===== src/rtl/hir_pkg.sv =====
// ============================================================================
// hir_pkg: shared types, constants and helpers for the hue to RGB converter
// Fixed-point constants in 1/255 units, pipeline payload types and
// divide-by-255 helpers.
// ============================================================================
package hir_pkg;

    // Widths of the item fields and registers
    localparam int IDX_W = 10;
    localparam int CH_W  = 8;
    localparam int CFG_INDEX_W = 8;

    // Fixed-point unit (1.0 == 255) and its square
    localparam logic [7:0]  HUE_UNIT    = 8'd255;
    localparam logic [15:0] HUE_UNIT_SQ = 16'd65025;

    // floor(x / 65025) == (x * RECIP_UNIT_SQ) >> RECIP_SHIFT for any x < 2**24
    localparam logic [24:0] RECIP_UNIT_SQ = 25'd16909061;
    localparam int          RECIP_SHIFT   = 40;

    // Register reset values (0.8 in 1/255 units)
    localparam logic [7:0] SAT_RESET = 8'd204;
    localparam logic [7:0] BRI_RESET = 8'd204;

    // Register indexes
    localparam logic [CFG_INDEX_W-1:0] CFG_SATURATION = 8'd0;
    localparam logic [CFG_INDEX_W-1:0] CFG_BRIGHTNESS = 8'd1;

    // Hue sectors, 60 degrees each
    typedef enum logic [2:0] {
        SEC_RED_YEL = 3'd0,
        SEC_YEL_GRN = 3'd1,
        SEC_GRN_CYN = 3'd2,
        SEC_CYN_BLU = 3'd3,
        SEC_BLU_MAG = 3'd4,
        SEC_MAG_RED = 3'd5
    } hir_sector_t;

    // Stage 1 -> 2: sector and fraction of the hue
    typedef struct packed {
        hir_sector_t sector;
        logic [7:0]  frac;
    } hir_dec_t;

    // Stage 3 -> 4: scaled numerators for q and t, finished p
    typedef struct packed {
        hir_sector_t sector;
        logic [23:0] q_num;
        logic [23:0] t_num;
        logic [7:0]  p;
    } hir_chroma_t;

    // floor(x / 255), exact for x < 65535
    function automatic logic [8:0] div255_16(input logic [15:0] x);
        logic [16:0] acc;
        acc = {1'b0, x} + {9'd0, x[15:8]} + 17'd1;
        return acc[16:8];
    endfunction

    // w mod 6 for w in 0..24, three compare-subtract steps
    function automatic hir_sector_t mod6(input logic [4:0] w);
        logic [4:0] r;
        r = w;
        if (r >= 5'd24) r = r - 5'd24;
        if (r >= 5'd12) r = r - 5'd12;
        if (r >= 5'd6)  r = r - 5'd6;
        return hir_sector_t'(r[2:0]);
    endfunction

endpackage


===== src/rtl/hir_hue_decode.sv =====
// ============================================================================
// hir_hue_decode: hue index to sector and fraction (pipeline stage 1)
// Splits 6*index by 255 into a sector (mod 6) and a fraction in 1/255 steps.
// ============================================================================
module hir_hue_decode (
    input  logic                      aclk,
    input  logic                      aresetn,
    input  logic                      in_valid,
    output logic                      in_ready,
    input  logic [hir_pkg::IDX_W-1:0] color_index,
    output logic                      out_valid,
    input  logic                      out_ready,
    output hir_pkg::hir_dec_t         out_data
);
    import hir_pkg::*;

    logic        valid_reg, valid_next;
    hir_dec_t    data_reg, data_next;
    logic [12:0] scaled;
    logic [8:0]  whole_full;
    logic [4:0]  whole;
    logic [12:0] whole_x255;
    logic [12:0] rem;

    assign in_ready = !valid_reg || out_ready;

    always_comb begin
        scaled     = {1'b0, color_index, 2'b00} + {2'b00, color_index, 1'b0};
        whole_full = div255_16({3'd0, scaled});
        whole      = whole_full[4:0];
        whole_x255 = {whole, 8'd0} - {8'd0, whole};
        rem        = scaled - whole_x255;
        data_next.sector = mod6(whole);
        data_next.frac   = rem[7:0];
        valid_next = in_ready ? in_valid : valid_reg;
    end

    always_ff @(posedge aclk) begin
        if (!aresetn) begin
            valid_reg <= 1'b0;
        end else begin
            valid_reg <= valid_next;
        end
    end

    always_ff @(posedge aclk) begin
        if (in_ready && in_valid) begin
            data_reg <= data_next;
        end
    end

    assign out_valid = valid_reg;
    assign out_data  = data_reg;

`ifndef ASSERT_OFF
    // fraction is a remainder of /255, never 255
    a_frac_range: assert property (@(posedge aclk) disable iff (!aresetn)
        valid_reg |-> (data_reg.frac != 8'hFF))
        else $error("hue fraction out of range");
`endif

endmodule


===== src/rtl/hir_chroma.sv =====
// ============================================================================
// hir_chroma: p, q and t numerators (pipeline stages 2 and 3)
// Stage 2 forms the 8x8 products with saturation, stage 3 scales by
// brightness and finishes p.
// ============================================================================
module hir_chroma (
    input  logic                   aclk,
    input  logic                   aresetn,
    input  logic [7:0]             saturation,
    input  logic [7:0]             brightness,
    input  logic                   in_valid,
    output logic                   in_ready,
    input  hir_pkg::hir_dec_t      in_data,
    output logic                   out_valid,
    input  logic                   out_ready,
    output hir_pkg::hir_chroma_t   out_data
);
    import hir_pkg::*;

    // stage 2
    logic        s2_valid_reg, s2_valid_next;
    logic        s2_ready;
    hir_sector_t s2_sector_reg;
    logic [15:0] s2_fs_reg, s2_fs_next;     // f * s
    logic [15:0] s2_gs_reg, s2_gs_next;     // (255 - f) * s
    logic [15:0] s2_pp_reg, s2_pp_next;     // v * (255 - s)

    // stage 3
    logic        s3_valid_reg, s3_valid_next;
    hir_chroma_t s3_data_reg, s3_data_next;
    logic [8:0]  p_full;

    assign s2_ready = !s3_valid_reg || out_ready;
    assign in_ready = !s2_valid_reg || s2_ready;

    always_comb begin
        s2_fs_next = {8'd0, in_data.frac} * {8'd0, saturation};
        s2_gs_next = {8'd0, HUE_UNIT - in_data.frac} * {8'd0, saturation};
        s2_pp_next = {8'd0, brightness} * {8'd0, HUE_UNIT - saturation};
        s2_valid_next = in_ready ? in_valid : s2_valid_reg;
    end

    always_comb begin
        p_full = div255_16(s2_pp_reg);
        s3_data_next.sector = s2_sector_reg;
        s3_data_next.q_num  = {16'd0, brightness} * {8'd0, HUE_UNIT_SQ - s2_fs_reg};
        s3_data_next.t_num  = {16'd0, brightness} * {8'd0, HUE_UNIT_SQ - s2_gs_reg};
        s3_data_next.p      = p_full[7:0];
        s3_valid_next = s2_ready ? s2_valid_reg : s3_valid_reg;
    end

    always_ff @(posedge aclk) begin
        if (!aresetn) begin
            s2_valid_reg <= 1'b0;
            s3_valid_reg <= 1'b0;
        end else begin
            s2_valid_reg <= s2_valid_next;
            s3_valid_reg <= s3_valid_next;
        end
    end

    always_ff @(posedge aclk) begin
        if (in_ready && in_valid) begin
            s2_sector_reg <= in_data.sector;
            s2_fs_reg     <= s2_fs_next;
            s2_gs_reg     <= s2_gs_next;
            s2_pp_reg     <= s2_pp_next;
        end
        if (s2_ready && s2_valid_reg) begin
            s3_data_reg <= s3_data_next;
        end
    end

    assign out_valid = s3_valid_reg;
    assign out_data  = s3_data_reg;

endmodule


===== src/rtl/hir_rgb_route.sv =====
// ============================================================================
// hir_rgb_route: final scaling and channel routing (pipeline stage 4)
// Divides the q and t numerators by 65025 through a reciprocal multiply and
// routes v, p, q, t to red, green and blue by sector into the output register.
// ============================================================================
module hir_rgb_route (
    input  logic                      aclk,
    input  logic                      aresetn,
    input  logic [7:0]                brightness,
    input  logic                      in_valid,
    output logic                      in_ready,
    input  hir_pkg::hir_chroma_t      in_data,
    output logic                      out_valid,
    input  logic                      out_ready,
    output logic [hir_pkg::CH_W-1:0]  red,
    output logic [hir_pkg::CH_W-1:0]  green,
    output logic [hir_pkg::CH_W-1:0]  blue
);
    import hir_pkg::*;

    logic        valid_reg, valid_next;
    logic [7:0]  red_reg, red_next;
    logic [7:0]  green_reg, green_next;
    logic [7:0]  blue_reg, blue_next;
    logic [48:0] q_prod;
    logic [48:0] t_prod;
    logic [7:0]  q;
    logic [7:0]  t;

    assign in_ready = !valid_reg || out_ready;

    always_comb begin
        q_prod = {25'd0, in_data.q_num} * {24'd0, RECIP_UNIT_SQ};
        t_prod = {25'd0, in_data.t_num} * {24'd0, RECIP_UNIT_SQ};
        q = q_prod[RECIP_SHIFT +: 8];
        t = t_prod[RECIP_SHIFT +: 8];
        unique case (in_data.sector)
            SEC_RED_YEL: begin
                red_next = brightness; green_next = t;          blue_next = in_data.p;
            end
            SEC_YEL_GRN: begin
                red_next = q;          green_next = brightness; blue_next = in_data.p;
            end
            SEC_GRN_CYN: begin
                red_next = in_data.p;  green_next = brightness; blue_next = t;
            end
            SEC_CYN_BLU: begin
                red_next = in_data.p;  green_next = q;          blue_next = brightness;
            end
            SEC_BLU_MAG: begin
                red_next = t;          green_next = in_data.p;  blue_next = brightness;
            end
            default: begin
                red_next = brightness; green_next = in_data.p;  blue_next = q;
            end
        endcase
        valid_next = in_ready ? in_valid : valid_reg;
    end

    always_ff @(posedge aclk) begin
        if (!aresetn) begin
            valid_reg <= 1'b0;
        end else begin
            valid_reg <= valid_next;
        end
    end

    always_ff @(posedge aclk) begin
        if (in_ready && in_valid) begin
            red_reg   <= red_next;
            green_reg <= green_next;
            blue_reg  <= blue_next;
        end
    end

    assign out_valid = valid_reg;
    assign red       = red_reg;
    assign green     = green_reg;
    assign blue      = blue_reg;

endmodule


===== src/rtl/hue_index_to_rgb_core.sv =====
// ============================================================================
// hue_index_to_rgb_core: hue index to RGB color converter
// HSV to RGB with programmable saturation and brightness, four-stage pipeline.
// ============================================================================
// Takes one 10-bit hue index per beat and returns one RGB triple per beat.
// The hue is index/255 of a turn (indices of 255 and up wrap); saturation
// and brightness come from two 8-bit registers in 1/255 units, both 0.8
// (204) after reset. All math is integer, rounded down. Throughput is one
// beat per clock while m_tready is high; latency is four register stages
// from input accept to m_tvalid. The stages are hue decode (divide by
// 255), saturation products, brightness products, and the reciprocal
// multiply for /65025 plus channel routing into the output register.
// Each stage has its own valid bit and a stage loads whenever it is empty
// or the one after it moves, so bubbles are squeezed out and a stalled
// m_tready holds results without loss. Registers may only be written
// while the pipeline is empty; index 0 is saturation, index 1 brightness,
// other indexes are ignored. cfg_ready is always high.
// ============================================================================
module hue_index_to_rgb_core (
    input  logic                            aclk,
    input  logic                            aresetn,
    // input stream
    input  logic                            s_tvalid,
    output logic                            s_tready,
    input  logic [15:0]                     s_tdata,   // [9:0] color_index, [15:10] zero
    // result stream
    output logic                            m_tvalid,
    input  logic                            m_tready,
    output logic [23:0]                     m_tdata,   // [7:0] red, [15:8] green, [23:16] blue
    // register writes
    input  logic                            cfg_valid,
    output logic                            cfg_ready,
    input  logic [hir_pkg::CFG_INDEX_W-1:0] cfg_index,
    input  logic [7:0]                      cfg_data
);
    import hir_pkg::*;

    logic [7:0]  saturation_reg, saturation_next;
    logic [7:0]  brightness_reg, brightness_next;

    logic        dec_valid, dec_ready;
    hir_dec_t    dec_data;
    logic        chr_valid, chr_ready;
    hir_chroma_t chr_data;
    logic [7:0]  red, green, blue;

    // ---- configuration registers ----
    assign cfg_ready = 1'b1;

    always_comb begin
        saturation_next = saturation_reg;
        brightness_next = brightness_reg;
        if (cfg_valid && cfg_ready) begin
            if (cfg_index == CFG_SATURATION) begin
                saturation_next = cfg_data;
            end else if (cfg_index == CFG_BRIGHTNESS) begin
                brightness_next = cfg_data;
            end
        end
    end

    always_ff @(posedge aclk) begin
        if (!aresetn) begin
            saturation_reg <= SAT_RESET;
            brightness_reg <= BRI_RESET;
        end else begin
            saturation_reg <= saturation_next;
            brightness_reg <= brightness_next;
        end
    end

    // ---- stage 1: sector and fraction ----
    hir_hue_decode u_decode (
        .aclk        (aclk),
        .aresetn     (aresetn),
        .in_valid    (s_tvalid),
        .in_ready    (s_tready),
        .color_index (s_tdata[IDX_W-1:0]),
        .out_valid   (dec_valid),
        .out_ready   (dec_ready),
        .out_data    (dec_data)
    );

    // ---- stages 2 and 3: p, q, t numerators ----
    hir_chroma u_chroma (
        .aclk       (aclk),
        .aresetn    (aresetn),
        .saturation (saturation_reg),
        .brightness (brightness_reg),
        .in_valid   (dec_valid),
        .in_ready   (dec_ready),
        .in_data    (dec_data),
        .out_valid  (chr_valid),
        .out_ready  (chr_ready),
        .out_data   (chr_data)
    );

    // ---- stage 4: /65025 and routing, output register ----
    hir_rgb_route u_route (
        .aclk       (aclk),
        .aresetn    (aresetn),
        .brightness (brightness_reg),
        .in_valid   (chr_valid),
        .in_ready   (chr_ready),
        .in_data    (chr_data),
        .out_valid  (m_tvalid),
        .out_ready  (m_tready),
        .red        (red),
        .green      (green),
        .blue       (blue)
    );

    assign m_tdata = {blue, green, red};

`ifndef ASSERT_OFF
    // a ready sink never stalls the source: every stage drains
    a_no_false_stall: assert property (@(posedge aclk) disable iff (!aresetn)
        m_tready |-> s_tready)
        else $error("input stalled while output is ready");

    // registers come out of reset at 0.8
    a_reset_values: assert property (@(posedge aclk) disable iff (!aresetn)
        $rose(aresetn) |-> (saturation_reg == SAT_RESET) && (brightness_reg == BRI_RESET))
        else $error("config registers not at reset value");

    // writes to an unknown index leave both registers untouched
    a_unknown_index: assert property (@(posedge aclk) disable iff (!aresetn)
        (cfg_valid && cfg_ready && (cfg_index != CFG_SATURATION)
            && (cfg_index != CFG_BRIGHTNESS))
        |=> $stable(saturation_reg) && $stable(brightness_reg))
        else $error("write to unknown register index changed state");
`endif

endmodule


===== config.mk =====
export PLATFORM = sky130hd
export DESIGN_NAME = hue_index_to_rgb_core
export DESIGN_NICKNAME = d
export VERILOG_FILES = /design/src/rtl/hir_pkg.sv /design/src/rtl/hir_hue_decode.sv /design/src/rtl/hir_chroma.sv /design/src/rtl/hir_rgb_route.sv /design/src/rtl/hue_index_to_rgb_core.sv
export SDC_FILE = /design/constraint.sdc
export NUM_CORES = 2
export LEC_CHECK = 0
export BUFFER_PORTS_ARGS = -buffer_cell sky130_fd_sc_hd__buf_2
export CAP_MARGIN = 30
export CORE_MARGIN = 2
export CORE_UTILIZATION = 43
export CTS_BUF_LIST = sky130_fd_sc_hd__clkbuf_16
export DETAILED_ROUTE_END_ITERATION = 6
export RECOVER_POWER = 100
export SYNTH_ARGS = -nofsm -noshare
export SYNTH_HDL_FRONTEND = slang
export SYNTH_SLANG_ARGS = --single-unit

===== constraint.sdc =====
create_clock -name aclk -period 6.1 [get_ports aclk]
set_input_delay 0.305 -clock aclk [delete_from_list [all_inputs] [get_ports aclk]]
set_output_delay 0.305 -clock aclk [all_outputs]
set_load 0.05 [all_outputs]

==> results.tsv <==
metric	value	unit
outcome	finished with violations	
failing checks	capacitance limit, slew limit	
synthesized flop and latch total	164	
Synth Area in Compound Gates	7.394	%
Chip Height	274.3	µm
placed cell areas	33830	µm²
max-cap viol count	3	
CP Data Required Time	6360	ps
Final Hold Viols	0	
Register-to-Register Path Depth	23	
hold_buf cts	0	
global-route usage over all layers	18.50	%
Vias	21820	
initial antenna violation count	0	
CTS Sinks	164	
max FFs per register	59	
main combinational cell family by area after synthesis	adder cells	
Synth Area in Simple Gates	13.08	%
Final WS setup	197.5	ps
die extent in x	274.3	µm
Synth Instances	3238	
I/O pins	64	
Area Growth Syn to Fin	10.88	%
Post-synth ARST share	0	%
final antenna-violating net count	0	
clk_skew	15.39	ps
Hold Crit Class	in -> reg	
full die area	75220	µm²
Synth Area in Adders	51.71	%
global-route wire length before repair	111300	µm
Worst-Skew Late Latency	490	ps
filler cell count	6910	
DRC Markers	0	
RR Startpoint	u_chroma.out_data[46]	
r2r endpoint	u_route.red[4]	
Total Routed Length	66690	µm
RSZ-0062 raised after global routing	true	
Setup violations, final	0	
YS warnings	0	
CP arrival	6160	ps
initial drt markers	925	
post-route cell area	34820	µm²
Layout Nets	4495	
library cells used by synthesis	86	
Synth Cell Area	31410	µm²
pre-CTS setup slack	-253.6	ps
R2R Setup Slk	200	ps
number of synthesized flops with an enable pin	144	
ratio of cells with drive above 1 in the final layout	9.115	%
area of the multi-input gates	24450	µm²
register area share after synthesis	15.04	%
CP Class	reg -> reg	
vias per cell	4.992	
Core Region	72590	µm²
Fmax	0.1694	GHz
Syn Nets	4334	
Worst Min Path Start	cfg_data[7]	
Cell Rows	99	
register area	4728	µm²
fin crit share	96.76	%
pins over their slew limit	137	
grt ovf	0	
Worst setup EP type	register	
Hold EP	brightness_reg[7]	
Worst Tran Pin Value	3438	ps
initial core utilization	43.27	%
CTS clock-pin slew for the worst setup and hold paths	80	ps
post-synthesis mux area share	0.6852	%
Root Driver	clkbuf_16	
Post-Synth XOR/XNOR Area	3.657	%
most common cell after layout, fill and taps aside	ha_1	
H-tree lvl count	4	
hold path cells	3	
number of port buffers	56	
final setup TNS	0	ps
largest net degree at the start of global routing	60	
fin crit period	5902	ps
final hold slack	47.40	ps
Post-synth top flop	edfxtp_1	
Pre-antenna DRT Iters	5	
clk buf depth	2	
Worst slew margin	-129.2	%
CTS tree	built	
vias in the first global route	22260	
Syn Area/Cell	9.700	µm²
total CTS buffers	17	
gpl congestion	0.8494	
CP max FO	3	
highest-count cells in the layout ignoring fill and taps	647 x ha_1, 612 x inv_1, 392 x fa_1, 259 x nand2_1, 154 x buf_4	
# diodes	0	
hpwl dp	56050	µm
kind of launch point of the worst setup path	register	
Avg WL per Cell	15.26	µm
[what timing repair did]
| item | 4_1_cts | 5_1_grt |
|---|---|---|
| hold endpoints to repair | 0 | 0 |
| endpoints found under the setup margin | 21 | 32 |
| pin swaps | 2 | 31 |
| cloned | 0 | 0 |
| gates resized for setup | 11 | 70 |
| buffers inserted | 2 | 8 |
[cell type report]
type | instances | share of cell area, %
repair buffers | 221 | 4.308
inverters | 620 | 6.683
multi-input cells | 2375 | 70.20
well taps | 959 | 3.446
flip-flops and latches | 164 | 13.58
clock buffers | 17 | 1.222
clock inverters | 15 | 0.5677
[critical path, stage by stage (launching register included)]
cell and delay [ps]:
edfxtp_1 430, ha_2 240, ha_4 170, ha_4 220
ha_4 250, inv_1 40, fa_1 470, fa_1 510
inv_2 50, fa_1 580, ha_4 210, a21oi_2 140
o22ai_2 110, nor3_2 160, o211ai_1 220, a2111oi_4 470
or3_4 220, a41oi_4 110, buf_4 190, a31oi_4 190
xor2_1 200, buf_4 160, a31oi_1 80, a22o_1 230
[Yosys cell counts (4+ instances only)]
cell type,number,share of area (%)
o31ai_1,5,0.12
a31oi_1,15,0.30
nand2_1,259,3.1
or2_2,4,0.080
o21bai_1,6,0.14
a211oi_1,11,0.26
and2_1,140,2.8
nand2b_1,71,1.4
dfxtp_1,20,1.3
nor2_1,128,1.5
nor4_1,5,0.10
mux2i_1,20,0.64
ha_1,662,26
fa_1,397,25
a21oi_1,89,1.4
nand3_1,27,0.43
o22ai_1,5,0.10
o21ai_0,72,1.1
xnor2_1,94,2.6
nand4_1,13,0.26
o2111ai_1,4,0.11
and3_1,8,0.16
a21boi_0,19,0.45
a2111oi_0,4,0.11
a21o_1,39,0.93
xor2_1,34,0.95
o21a_1,20,0.48
nor2b_1,109,2.2
clkbuf_1,75,0.90
or3_1,9,0.18
edfxtp_1,144,14
a211o_1,4,0.11
nor3_1,31,0.49
inv_1,619,7.4
o211ai_1,5,0.12
[logic make-up (layout without fill, tap and decap cells)]
logic type,after synthesis,after routing
AO/OA/AOI/OAI,346,346
XOR/XNOR,129,129
adder cells (fa/ha/maj),1060,1060
buffers and inverters,699,873
flip-flops,164,164
multiplexers,21,21
other,1,1
AND/OR/NAND/NOR,818,818
[layer usage]
layer / track usage, % / routed length, µm
met1: 26.60 / 33430
met2: 29.71 / 30070
met3: 2.706 / 2472
met4: 3.518 / 712
met5: 0 / 0
[metrics by stage]
stage          cells  utilization [%]
2_1_floorplan   3238                -
5_1_grt         4371            47.98
4_1_cts         4364            47.56
3_3_place_gp    4327            46.52
6_report        4371            47.98
3_5_place_dp    4330            46.61
[worst max path at each step]
stage	slack [ps]	cells past startpoint	to	startpoint
after floorplan	200	25	u_chroma.out_data[29]	u_chroma.s2_gs_reg[1]
after global placement	-300	22	u_route.green[7]	u_chroma.out_data[40]
after detailed placement	-250	26	u_route.green[6]	u_chroma.out_data[40]
after CTS	-30	26	u_route.red[4]	u_chroma.out_data[40]
after global routing	-70	24	u_route.green[6]	u_chroma.out_data[40]
final	200	23	u_route.red[4]	u_chroma.out_data[46]
Power is not shown: default switching activity piles up to over one toggle a cycle in this logic, so the estimate is an artifact.
